<file path="config.mk">
export PLATFORM = sky130hd
export DESIGN_NAME = multi_list_index_queue_engine
export DESIGN_NICKNAME = d
export VERILOG_FILES = /design/src/hw/rtl/mliqe_pkg.sv /design/src/hw/rtl/multi_list_index_queue_engine.sv
export SDC_FILE = /design/constraint.sdc
export NUM_CORES = 1
export LEC_CHECK = 0
export BUFFER_PORTS_ARGS = -buffer_cell sky130_fd_sc_hd__buf_4
export CAP_MARGIN = 20
export CELL_PAD_IN_SITES_DETAIL_PLACEMENT = 1
export CELL_PAD_IN_SITES_GLOBAL_PLACEMENT = 2
export CORE_MARGIN = 8
export CORE_UTILIZATION = 49
export DETAILED_ROUTE_END_ITERATION = 6
export GPL_TIMING_DRIVEN = 0
export PLACE_DENSITY = 0.95
export SETUP_SLACK_MARGIN = 0.1
export SLEW_MARGIN = 20
export SYNTH_ARGS = -nofsm -noshare
export SYNTH_HDL_FRONTEND = slang
export SYNTH_SLANG_ARGS = --single-unit
</file>
<file path="constraint.sdc">
create_clock -name clk -period 15.6 [get_ports clk]
set_input_delay 1.56 -clock clk [delete_from_list [all_inputs] [get_ports clk]]
set_output_delay 1.56 -clock clk [all_outputs]
set_load 0.02 [all_outputs]
</file>
<file path="src/hw/rtl/mliqe_pkg.sv">
`timescale 1ns / 1ps
`default_nettype none
// ----------------------------------------------------------------------------
// mliqe_pkg: shared definitions for the multi-list index queue engine
// Field widths, parameter defaults and operation codes.
// ----------------------------------------------------------------------------
package mliqe_pkg;

	localparam int OP_W   = 2;
	localparam int LIST_W = 4;
	localparam int NODE_W = 6;

	localparam int NODES_DEF     = 64;
	localparam int RUN_LISTS_DEF = 8;
	localparam int LISTS_DEF     = 16;

	// The per-processor run lists start at this list index.
	localparam int FIRST_RUN_LIST = 3;

	typedef enum logic [OP_W-1:0] {
		OP_PUSH   = 2'd0,
		OP_POP    = 2'd1,
		OP_REMOVE = 2'd2,
		OP_STEAL  = 2'd3
	} op_t;

endpackage
`default_nettype wire

</file>
<file path="src/hw/rtl/multi_list_index_queue_engine.sv">
`timescale 1ns / 1ps
`default_nettype none
// ----------------------------------------------------------------------------
// multi_list_index_queue_engine: linked-list multi-queue manager
// Keeps LISTS singly linked lists threaded through one shared link table.
// ----------------------------------------------------------------------------
// Usage: one input word (op, list_id, node) is taken on the in_valid/in_ready
// handshake, and exactly one result word (node_out, hit, list_out) leaves on
// the out_valid/out_ready handshake for each input word, in order.
// The block handles one word at a time. Both the list heads and the node
// links live in synchronous memories with one read port and one write port
// and a registered read, and every link of a chain costs one read.
// Pop reads the list head and then the head node's link, and writes both
// tables; steal does the same on the first nonempty run list, skipping
// empty run lists in order, and misses when every run list is empty.
// Push walks the list from its head to the tail and links the node there;
// remove walks the list to the node and links its predecessor past it.
// A word with an out-of-range list or node goes straight to its result.
// The result sits in an output register, so a new input word is taken while
// an earlier result still waits for out_ready. When the receiver stalls and
// the output register is still full, the finished word waits in the engine
// and in_ready stays low until the output register empties.
// After reset the engine runs an initialization pass that rebuilds list 0
// as every node in index order and empties all other lists; in_ready stays
// low during that pass.
// ----------------------------------------------------------------------------
module multi_list_index_queue_engine #(
	parameter int NODES     = mliqe_pkg::NODES_DEF,
	parameter int RUN_LISTS = mliqe_pkg::RUN_LISTS_DEF,
	parameter int LISTS     = mliqe_pkg::LISTS_DEF
) (
	input  wire logic                          clk,
	input  wire logic                          arst_n,
	input  wire logic                          in_valid,
	output logic                               in_ready,
	input  wire logic [mliqe_pkg::OP_W-1:0]    op,
	input  wire logic [mliqe_pkg::LIST_W-1:0]  list_id,
	input  wire logic [mliqe_pkg::NODE_W-1:0]  node,
	output logic                               out_valid,
	input  wire logic                          out_ready,
	output logic [mliqe_pkg::NODE_W-1:0]       node_out,
	output logic                               hit,
	output logic [mliqe_pkg::LIST_W-1:0]       list_out
);

	// Node index width, list index width, walk step counter width.
	localparam int NW   = $clog2(NODES);
	localparam int LW   = $clog2(LISTS);
	localparam int SCW  = $clog2(NODES + 1);
	// The initialization pass covers the deeper of the two memories.
	localparam int MAXD = (NODES > LISTS) ? NODES : LISTS;
	localparam int IW   = $clog2(MAXD);
	localparam int LAST_RUN = mliqe_pkg::FIRST_RUN_LIST + RUN_LISTS - 1;

	// A link is a valid bit on top of a node index.
	typedef logic [NW:0] link_t;

	typedef enum logic [9:0] {
		S_INIT  = 10'b00_0000_0001,
		S_IDLE  = 10'b00_0000_0010,
		S_PUSH  = 10'b00_0000_0100,
		S_POP   = 10'b00_0000_1000,
		S_POP2  = 10'b00_0001_0000,
		S_STEAL = 10'b00_0010_0000,
		S_REM   = 10'b00_0100_0000,
		S_REM2  = 10'b00_1000_0000,
		S_CLR   = 10'b01_0000_0000,
		S_DONE  = 10'b10_0000_0000
	} state_t;

	state_t state_q, state_d;
	logic [IW-1:0] init_q, init_d;

	// Per-word working registers.
	logic [NW-1:0]                  nd_q, nd_d;
	logic [NW-1:0]                  cur_q, cur_d;
	logic [SCW-1:0]                 steps_q, steps_d;
	logic                           at_head_q, at_head_d;
	logic [mliqe_pkg::LIST_W-1:0]   sl_q, sl_d;
	logic [LW-1:0]                  pl_q, pl_d;
	logic [NW-1:0]                  taken_q, taken_d;
	logic                           hit_q, hit_d;
	logic [mliqe_pkg::LIST_W-1:0]   lo_q, lo_d;

	// Output register.
	logic                           out_valid_q;
	logic [mliqe_pkg::NODE_W-1:0]   node_out_q;
	logic                           hit_out_q;
	logic [mliqe_pkg::LIST_W-1:0]   list_out_q;
	logic                           load_out;

	// Memory ports.
	link_t         head_mem [LISTS];
	link_t         next_mem [NODES];
	link_t         hd_rd_q, nx_rd_q;
	logic [LW-1:0] hd_raddr, hd_waddr;
	logic [NW-1:0] nx_raddr, nx_waddr;
	link_t         hd_wdata, nx_wdata;
	logic          hd_we, nx_we;

	// The link under inspection comes from the head table on the first step
	// of a walk and from the node link table afterwards.
	link_t         link_cur;
	logic          lv;
	logic [NW-1:0] li;
	logic          lst_ok, nd_ok, steal_last;

	assign link_cur = at_head_q ? hd_rd_q : nx_rd_q;
	assign lv       = link_cur[NW];
	assign li       = link_cur[NW-1:0];
	assign lst_ok   = 32'(list_id) < LISTS;
	assign nd_ok    = 32'(node) < NODES;
	// The steal scan ends at the last run list or at the last list held.
	assign steal_last = (32'(sl_q) == LAST_RUN) || (32'(sl_q) + 1 >= LISTS);

	always_comb begin
		state_d   = state_q;
		init_d    = init_q;
		nd_d      = nd_q;
		cur_d     = cur_q;
		steps_d   = steps_q;
		at_head_d = at_head_q;
		sl_d      = sl_q;
		pl_d      = pl_q;
		taken_d   = taken_q;
		hit_d     = hit_q;
		lo_d      = lo_q;
		in_ready  = 1'b0;
		load_out  = 1'b0;
		hd_raddr  = pl_q;
		nx_raddr  = cur_q;
		hd_we     = 1'b0;
		hd_waddr  = pl_q;
		hd_wdata  = '0;
		nx_we     = 1'b0;
		nx_waddr  = cur_q;
		nx_wdata  = '0;

		unique case (state_q)
			S_INIT: begin
				hd_we    = 32'(init_q) < LISTS;
				hd_waddr = LW'(init_q);
				hd_wdata = {init_q == '0, NW'(0)};
				nx_we    = 32'(init_q) < NODES;
				nx_waddr = NW'(init_q);
				if (32'(init_q) + 1 < NODES) begin
					nx_wdata = {1'b1, NW'(init_q + IW'(1))};
				end
				if (init_q == IW'(MAXD - 1)) begin
					state_d = S_IDLE;
				end else begin
					init_d = init_q + IW'(1);
				end
			end
			S_IDLE: begin
				in_ready = 1'b1;
				hd_raddr = (mliqe_pkg::op_t'(op) == mliqe_pkg::OP_STEAL)
					? LW'(mliqe_pkg::FIRST_RUN_LIST) : LW'(list_id);
				if (in_valid) begin
					nd_d      = NW'(node);
					taken_d   = '0;
					hit_d     = 1'b0;
					lo_d      = list_id;
					pl_d      = LW'(list_id);
					at_head_d = 1'b1;
					steps_d   = '0;
					sl_d      = mliqe_pkg::LIST_W'(mliqe_pkg::FIRST_RUN_LIST);
					unique case (mliqe_pkg::op_t'(op))
						mliqe_pkg::OP_PUSH:   state_d = (lst_ok && nd_ok) ? S_PUSH : S_DONE;
						mliqe_pkg::OP_POP:    state_d = lst_ok ? S_POP : S_DONE;
						mliqe_pkg::OP_REMOVE: state_d = (lst_ok && nd_ok) ? S_REM : S_DONE;
						mliqe_pkg::OP_STEAL:  state_d = S_STEAL;
						default:              state_d = S_DONE;
					endcase
				end
			end
			S_PUSH: begin
				if (!lv) begin
					if (at_head_q) begin
						hd_we    = 1'b1;
						hd_wdata = {1'b1, nd_q};
						nx_we    = 1'b1;
						nx_waddr = nd_q;
						hit_d    = 1'b1;
						state_d  = S_DONE;
					end else begin
						nx_we    = 1'b1;
						nx_wdata = {1'b1, nd_q};
						state_d  = S_CLR;
					end
				end else if (steps_q == SCW'(NODES)) begin
					state_d = S_DONE;
				end else begin
					cur_d     = li;
					nx_raddr  = li;
					steps_d   = steps_q + SCW'(1);
					at_head_d = 1'b0;
				end
			end
			S_POP: begin
				if (!hd_rd_q[NW]) begin
					state_d = S_DONE;
				end else begin
					taken_d  = hd_rd_q[NW-1:0];
					nx_raddr = hd_rd_q[NW-1:0];
					state_d  = S_POP2;
				end
			end
			S_STEAL: begin
				if (hd_rd_q[NW]) begin
					taken_d  = hd_rd_q[NW-1:0];
					nx_raddr = hd_rd_q[NW-1:0];
					lo_d     = sl_q;
					pl_d     = LW'(sl_q);
					state_d  = S_POP2;
				end else if (steal_last) begin
					state_d = S_DONE;
				end else begin
					sl_d     = sl_q + mliqe_pkg::LIST_W'(1);
					hd_raddr = LW'(sl_q + mliqe_pkg::LIST_W'(1));
				end
			end
			S_POP2: begin
				hd_we    = 1'b1;
				hd_wdata = nx_rd_q;
				nx_we    = 1'b1;
				nx_waddr = taken_q;
				hit_d    = 1'b1;
				state_d  = S_DONE;
			end
			S_REM: begin
				if (!lv) begin
					state_d = S_DONE;
				end else if (li == nd_q) begin
					nx_raddr = nd_q;
					state_d  = S_REM2;
				end else if (steps_q == SCW'(NODES - 1)) begin
					state_d = S_DONE;
				end else begin
					cur_d     = li;
					nx_raddr  = li;
					steps_d   = steps_q + SCW'(1);
					at_head_d = 1'b0;
				end
			end
			S_REM2: begin
				if (at_head_q) begin
					hd_we    = 1'b1;
					hd_wdata = nx_rd_q;
					nx_we    = 1'b1;
					nx_waddr = nd_q;
					hit_d    = 1'b1;
					state_d  = S_DONE;
				end else begin
					nx_we    = 1'b1;
					nx_wdata = nx_rd_q;
					state_d  = S_CLR;
				end
			end
			S_CLR: begin
				// The node's own link is cleared after its predecessor is patched.
				nx_we    = 1'b1;
				nx_waddr = nd_q;
				hit_d    = 1'b1;
				state_d  = S_DONE;
			end
			S_DONE: begin
				if (!out_valid_q || out_ready) begin
					load_out = 1'b1;
					state_d  = S_IDLE;
				end
			end
			default: state_d = S_IDLE;
		endcase
	end

	always_ff @(posedge clk or negedge arst_n) begin
		if (!arst_n) begin
			state_q     <= S_INIT;
			init_q      <= '0;
			out_valid_q <= 1'b0;
		end else begin
			state_q <= state_d;
			init_q  <= init_d;
			if (load_out) begin
				out_valid_q <= 1'b1;
			end else if (out_ready) begin
				out_valid_q <= 1'b0;
			end
		end
	end

	always_ff @(posedge clk) begin
		nd_q      <= nd_d;
		cur_q     <= cur_d;
		steps_q   <= steps_d;
		at_head_q <= at_head_d;
		sl_q      <= sl_d;
		pl_q      <= pl_d;
		taken_q   <= taken_d;
		hit_q     <= hit_d;
		lo_q      <= lo_d;
		if (load_out) begin
			node_out_q <= mliqe_pkg::NODE_W'(taken_q);
			hit_out_q  <= hit_q;
			list_out_q <= lo_q;
		end
	end

	// Head table: one write and one registered read per cycle.
	always_ff @(posedge clk) begin
		if (hd_we) begin
			head_mem[hd_waddr] <= hd_wdata;
		end
		hd_rd_q <= head_mem[hd_raddr];
	end

	// Node link table: one write and one registered read per cycle.
	always_ff @(posedge clk) begin
		if (nx_we) begin
			next_mem[nx_waddr] <= nx_wdata;
		end
		nx_rd_q <= next_mem[nx_raddr];
	end

	assign out_valid = out_valid_q;
	assign node_out  = node_out_q;
	assign hit       = hit_out_q;
	assign list_out  = list_out_q;

endmodule
`default_nettype wire

</file>
# Yosys cells after proc, flatten, opt, wreduce, memory -nomap -nowiden
# Memory sizes are Yosys's and may differ from the RTL's. A register that Yosys moved wholly into a read port is not among the register bits.
# Index checks and enable logic that the tools add are counted.
# op_classes
bitwise	1
reduce_logical	23
n_addsub	5
magnitude_cmp	3
eq_ne	34
n_mux	84
# op_table
op	n
10-bit 2-to-1 mux	12
7-bit 2-to-1 mux	14
10-bit case mux with 9 select lines	1
6-bit 2-to-1 mux	12
7-bit case mux with 3 select lines	2
10-bit case mux with 4 select lines	1
4-bit 2-to-1 mux	9
6-bit case mux with 5 select lines	1
7-bit case mux with 4 select lines	1
2-bit != test (second input constant)	12
4-bit case mux with 2 select lines	3
6-bit case mux with 2 select lines	2
1-bit 2-to-1 mux	21
6-bit case mux with 3 select lines	1
3-bit AND reduction	4
10-bit by 1-bit == test with 1-bit output (second input constant)	1
10-bit == test (second input constant)	1
10-bit by 2-bit == test with 1-bit output (second input constant)	1
10-bit by 3-bit == test with 1-bit output (second input constant)	1
10-bit by 4-bit == test with 1-bit output (second input constant)	1
10-bit by 5-bit == test with 1-bit output (second input constant)	1
10-bit by 6-bit == test with 1-bit output (second input constant)	1
10-bit by 7-bit == test with 1-bit output (second input constant)	1
10-bit by 8-bit == test with 1-bit output (second input constant)	1
other kinds (36)	45
# word_totals
in_bits	16
out_inout_bits	13
regBits	63
n_memories	2
elab_cells	166
mem_bits_rw	560
# mem_list
memory	words	word_bits	rd	rd_ports_with_merged_regs	write_ports	line	rtl
next_mem	64	7	1	1	1	multi_list_index_queue_engine.sv:94	link_t next_mem [NODES];
head_mem	16	7	1	1	1	multi_list_index_queue_engine.sv:93	link_t head_mem [LISTS];

# Longest topological paths before layout
# depth
ltp_word	6
depth_mapped	17
mapped_depth_nobuf	12

# Least setup slack after synthesis
# No wires, ideal clock.
# synth_timing
kind	flip-flop to flip-flop
from	register state_q[3]
to	memory next_mem[0][3] (netlist name) (data pin)
path_buffers	2
stages_incl_launch_ff	8
path_slack_ps	10561
setup_time_ps	702
t_arrival_ps	4338
cell_sequence	dfrtp_1 -> buf_2 -> nor4_1 -> nand3_1 -> nor3b_1 -> clkbuf_1 -> nand2_1 -> o21ai_0
# synth_via
elab_chain_len	2
elab_cells_between_ends	4
# synth_rtl
item	line	rtl
start, declared	multi_list_index_queue_engine.sv:71	state_t state_q, state_d;
start signal, assigned	multi_list_index_queue_engine.sv:283	state_q <= state_d;
10-bit by 8-bit == test with 1-bit output, or another cell as far along	multi_list_index_queue_engine.sv:139	unique case (state_q)
7-bit case mux with 3 select lines (*)	multi_list_index_queue_engine.sv:139	
named net nx_wdata[3]	multi_list_index_queue_engine.sv:98	link_t hd_wdata, nx_wdata;
end, declared	multi_list_index_queue_engine.sv:94	
# Mark *: on every way through the listed nets, which the timed path passes. The rest lies on a longest branch.

# Worst setup path in the final report
# layout_timing
from	register state_q[3]
to	memory next_mem[60][0] (netlist name) (enable)
# layout_via
elab_chain_len	5
elab_cells_between_ends	10
# layout_rtl
item	line	rtl
10-bit by 8-bit == test with 1-bit output, or another cell as far along	multi_list_index_queue_engine.sv:139	
4-bit OR reduction (no source line)	n/a	
1-bit case mux with 2 select lines	multi_list_index_queue_engine.sv:139	
1-bit 2-to-1 mux	multi_list_index_queue_engine.sv:320	if (nx_we) begin
1-bit 2-to-1 mux (implied by the code)	multi_list_index_queue_engine.sv:321	next_mem[nx_waddr] <= nx_wdata;
# Several ways; a longest one is shown, not always the timed one.

==> out/results.tsv <==
metric	value	unit
outcome	completed	
endpoint	next_mem[60][0]	
synth_nets	1974	
clkPwrFrac	28.8	%
hpwl	56.0	mm
ys_top_cells_by_area	edfxtp_1, nand2_1, mux2i_1	
ir_drop	0.124	mV
numPortBuffers	28	
slew_headroom	20.7	%
rsz0062_at_grt	no	
setup-tns-final	0	ns
cts.sinks	637	
max_freq	192	MHz
postCtsSetupBuffers	0	
vias	18300	
vias_per_cell	6.50	
synth_ff_type	edfxtp_1	
die_x	250	um
ios	29	
drc_errors	0	
holdWs	0.482	ns
grt-ovfl-total	0	
hold_viol	0	
setup_viol	0	
synth_area	26700	um2
end_kind	flip-flop	
setup.worst_path.start	state_q[3]	
syn_area_per_cell	13.7	um2
fin_crit_sh	33.5	%
ys_ff_latch	637	
p_leak	11.2	nW
fin_area	30300	um2
finalWirelength	82.4	mm
worstHoldPathType	flip-flop to flip-flop	
maxSlewViolCount	0	
power_density	184	nW/um2
combPwrFrac	34.4	%
clk_latency	0.62	ns
synth_top_area_cell	edfxtp_1	
drtAntennaViolNets	0	
grt_usage	25.9	%
start_kind	flip-flop	
synthCells	1952	
die_y	250	um
postCtsHoldBufs	0	
required	15.85	ns
synth-seq-area-share	70.7	%
cts_tree	done	
place_ws	10.65	ns
critPathMaxFanout	10	
cp.arrival	5.47	ns
yosys_warnings	0	
grt_pass1_vias	19000	
reg2reg_to	next_mem[60][0]	
cts_buffer_depth	3	
switching_share	38.2	%
drv_cap	0	
worst_pin_slew	1.18	ns
nets	2081	
r2r_cells	11	
post_route_cells_drive_above_1_share	11.1	%
critical_path_class	flip-flop to flip-flop	
antenna_found_initial	2	
setup_ws	10.38	ns
routedWlPerCell	29.3	um
antenna_cells	0	
grt_max_degree	65	
synthArstFlopShare	2.67	%
place_congestion	0.894	
total_power	5.55	mW
drtPass1Iterations	6	
clk_pin_slew	0.06	ns
drt_iter0_drc	2114	
cts_buffers	68	
seqPwrFrac	36.8	%
cts_root_buffer	clkbuf_16	
start_util	49.6	%
cts_resized	0	
r2r_slack	10.38	ns
synth_edf_count	606	
worstReg2RegStart	state_q[3]	
fin_crit	5.22	ns
fin_skew	0.0220	ns
coreArea	53900	um2
area_growth	13.2	%
synth_cell_types	78	
dieArea	62300	um2
place_area	28100	um2
htree_num_levels	3	
rows	85	
switching_power	2.12	mW
synth_top_area_share	68.1	%
p_int	3.43	mW
grt_pass1_wl	122	mm
## synthesized netlist by cell type (4+ instances only)
| cell type | n |
|---|---|
| inv_1 | 15 |
| mux2i_1 | 119 |
| o21ai_0 | 26 |
| edfxtp_1 | 606 |
| a21oi_1 | 34 |
| nor3b_1 | 8 |
| dfrtp_1 | 16 |
| mux2_2 | 10 |
| a31oi_1 | 66 |
| o211ai_1 | 10 |
| nor2_1 | 128 |
| and3_1 | 34 |
| buf_4 | 13 |
| buf_1 | 7 |
| mux2i_2 | 5 |
| dfxtp_1 | 14 |
| a211oi_1 | 41 |
| xor2_1 | 7 |
| ha_1 | 6 |
| nor3_1 | 15 |
| buf_2 | 40 |
| a32oi_1 | 78 |
| a211o_1 | 7 |
| xnor2_1 | 15 |
| nor2b_1 | 27 |
| nand4_1 | 16 |
| a22o_1 | 6 |
| and2_1 | 13 |
| a22oi_1 | 9 |
| nand3_1 | 73 |
| or3_1 | 6 |
| nand2b_1 | 7 |
| nor4_1 | 4 |
| nand2_1 | 361 |
| clkbuf_1 | 35 |
| buf_6 | 6 |
## flip-flops by register name (all words and copies together), names as in the netlist
signal	flops
at_head_q	1
cur_q	6
hd_rd_q	7
head_mem	112
hit	1
hit_q	1
init_q	6
list_out	4
lo_q	4
nd_q	6
next_mem	448
node_out	6
nx_rd_q	7
out_valid	1
sl_q	4
state_q	10
steps_q	7
taken_q	6
## per-layer routing
layer | up-vias | share of wire, % | global-route usage [%]
met5 | - | 0.016 | 0
met1 | 9269 | 38 | 32.2
li1 | 7667 | - | -
met3 | 287 | 8.4 | 5.20
met4 | 2 | 5.6 | 13.5
met2 | 1041 | 48 | 42.7
## metrics by stage
stage | util (%) | std cells
2_1_floorplan | - | 1952
4_1_cts | 56.1 | 2810
3_3_place_gp | 51.6 | 2676
6_report | 56.1 | 2810
5_1_grt | 56.1 | 2810
3_5_place_dp | 52.1 | 2685
## power groups by stage
stage	combinational (mW)	sequential [mW]	clock, mW
finish	1.91	2.04	1.60
floorplan	1.18	2.03	0
global placement	1.77	2.07	0
global route	1.99	2.05	1.66
CTS	1.87	2.04	1.61
detailed placement	1.84	2.08	0
## placed cells by master (no fill, tap or decap), types with 13 or more instances in the layout
master / Yosys / routed
dfxtp_1: 14 / 14
nand4_1: 16 / 16
a32oi_1: 78 / 78
clkbuf_16: 0 / 72
buf_2: 40 / 40
xnor2_1: 15 / 15
nor2_1: 128 / 128
nor3_1: 15 / 15
and3_1: 34 / 34
nand2_1: 361 / 359
a31oi_1: 66 / 66
mux2i_1: 119 / 119
a211oi_1: 41 / 41
buf_4: 13 / 41
clkinv_1: 0 / 14
nand3_1: 73 / 73
nor2b_1: 27 / 27
edfxtp_1: 606 / 606
dfrtp_1: 16 / 16
o21ai_0: 26 / 22
inv_1: 15 / 14
and2_1: 13 / 13
a21oi_1: 34 / 34
clkbuf_1: 35 / 54
## cell type report
type | instances | area (um2)
inverter | 16 | 60.1
clock inverter | 34 | 292
buffer | 101 | 523
tap | 696 | 871
timing repair buffer | 37 | 445
clock buffer | 91 | 1870
fill | 5178 | 23700
sequential | 637 | 18900
multi-input combinational | 1198 | 7300
## worst min path at each step
stage                from     endpoint  slack (ns)  cells after the start
2_1_floorplan  taken_q[3]  node_out[3]        0.43                      0
3_3_place_gp        hit_q          hit        0.46                      0
3_5_place_dp        hit_q          hit        0.46                      0
4_1_cts             hit_q          hit        0.48                      0
5_1_grt             hit_q          hit        0.51                      0
6_report            hit_q          hit        0.48                      0
## kinds of logic after synthesis
kind of cell / Yosys count / synth area share [%]
xor gates and xnor gates: 22 / 0.721
AOI/OAI and AO/OA: 311 / 8.49
DFF: 637 / 70.7
adders and majority gates: 6 / 0.281
muxes: 135 / 5.18
and+or+nand+nor: 724 / 12.4
buffers and inverters: 117 / 2.18
## critical path, stage by stage, from the launching register on
cell and delay, ns:
dfrtp_1 0.35, buf_2 0.18, nor4_1 0.55, nand4_1 0.25, and3_1 0.28, a21oi_1 0.81, nand2b_1 0.29, nand2_1 0.18
and3_1 0.18, clkbuf_1 0.37, nand3_1 0.57, nor2_1 0.84
Note: power is estimated with default switching activity, not from simulation.
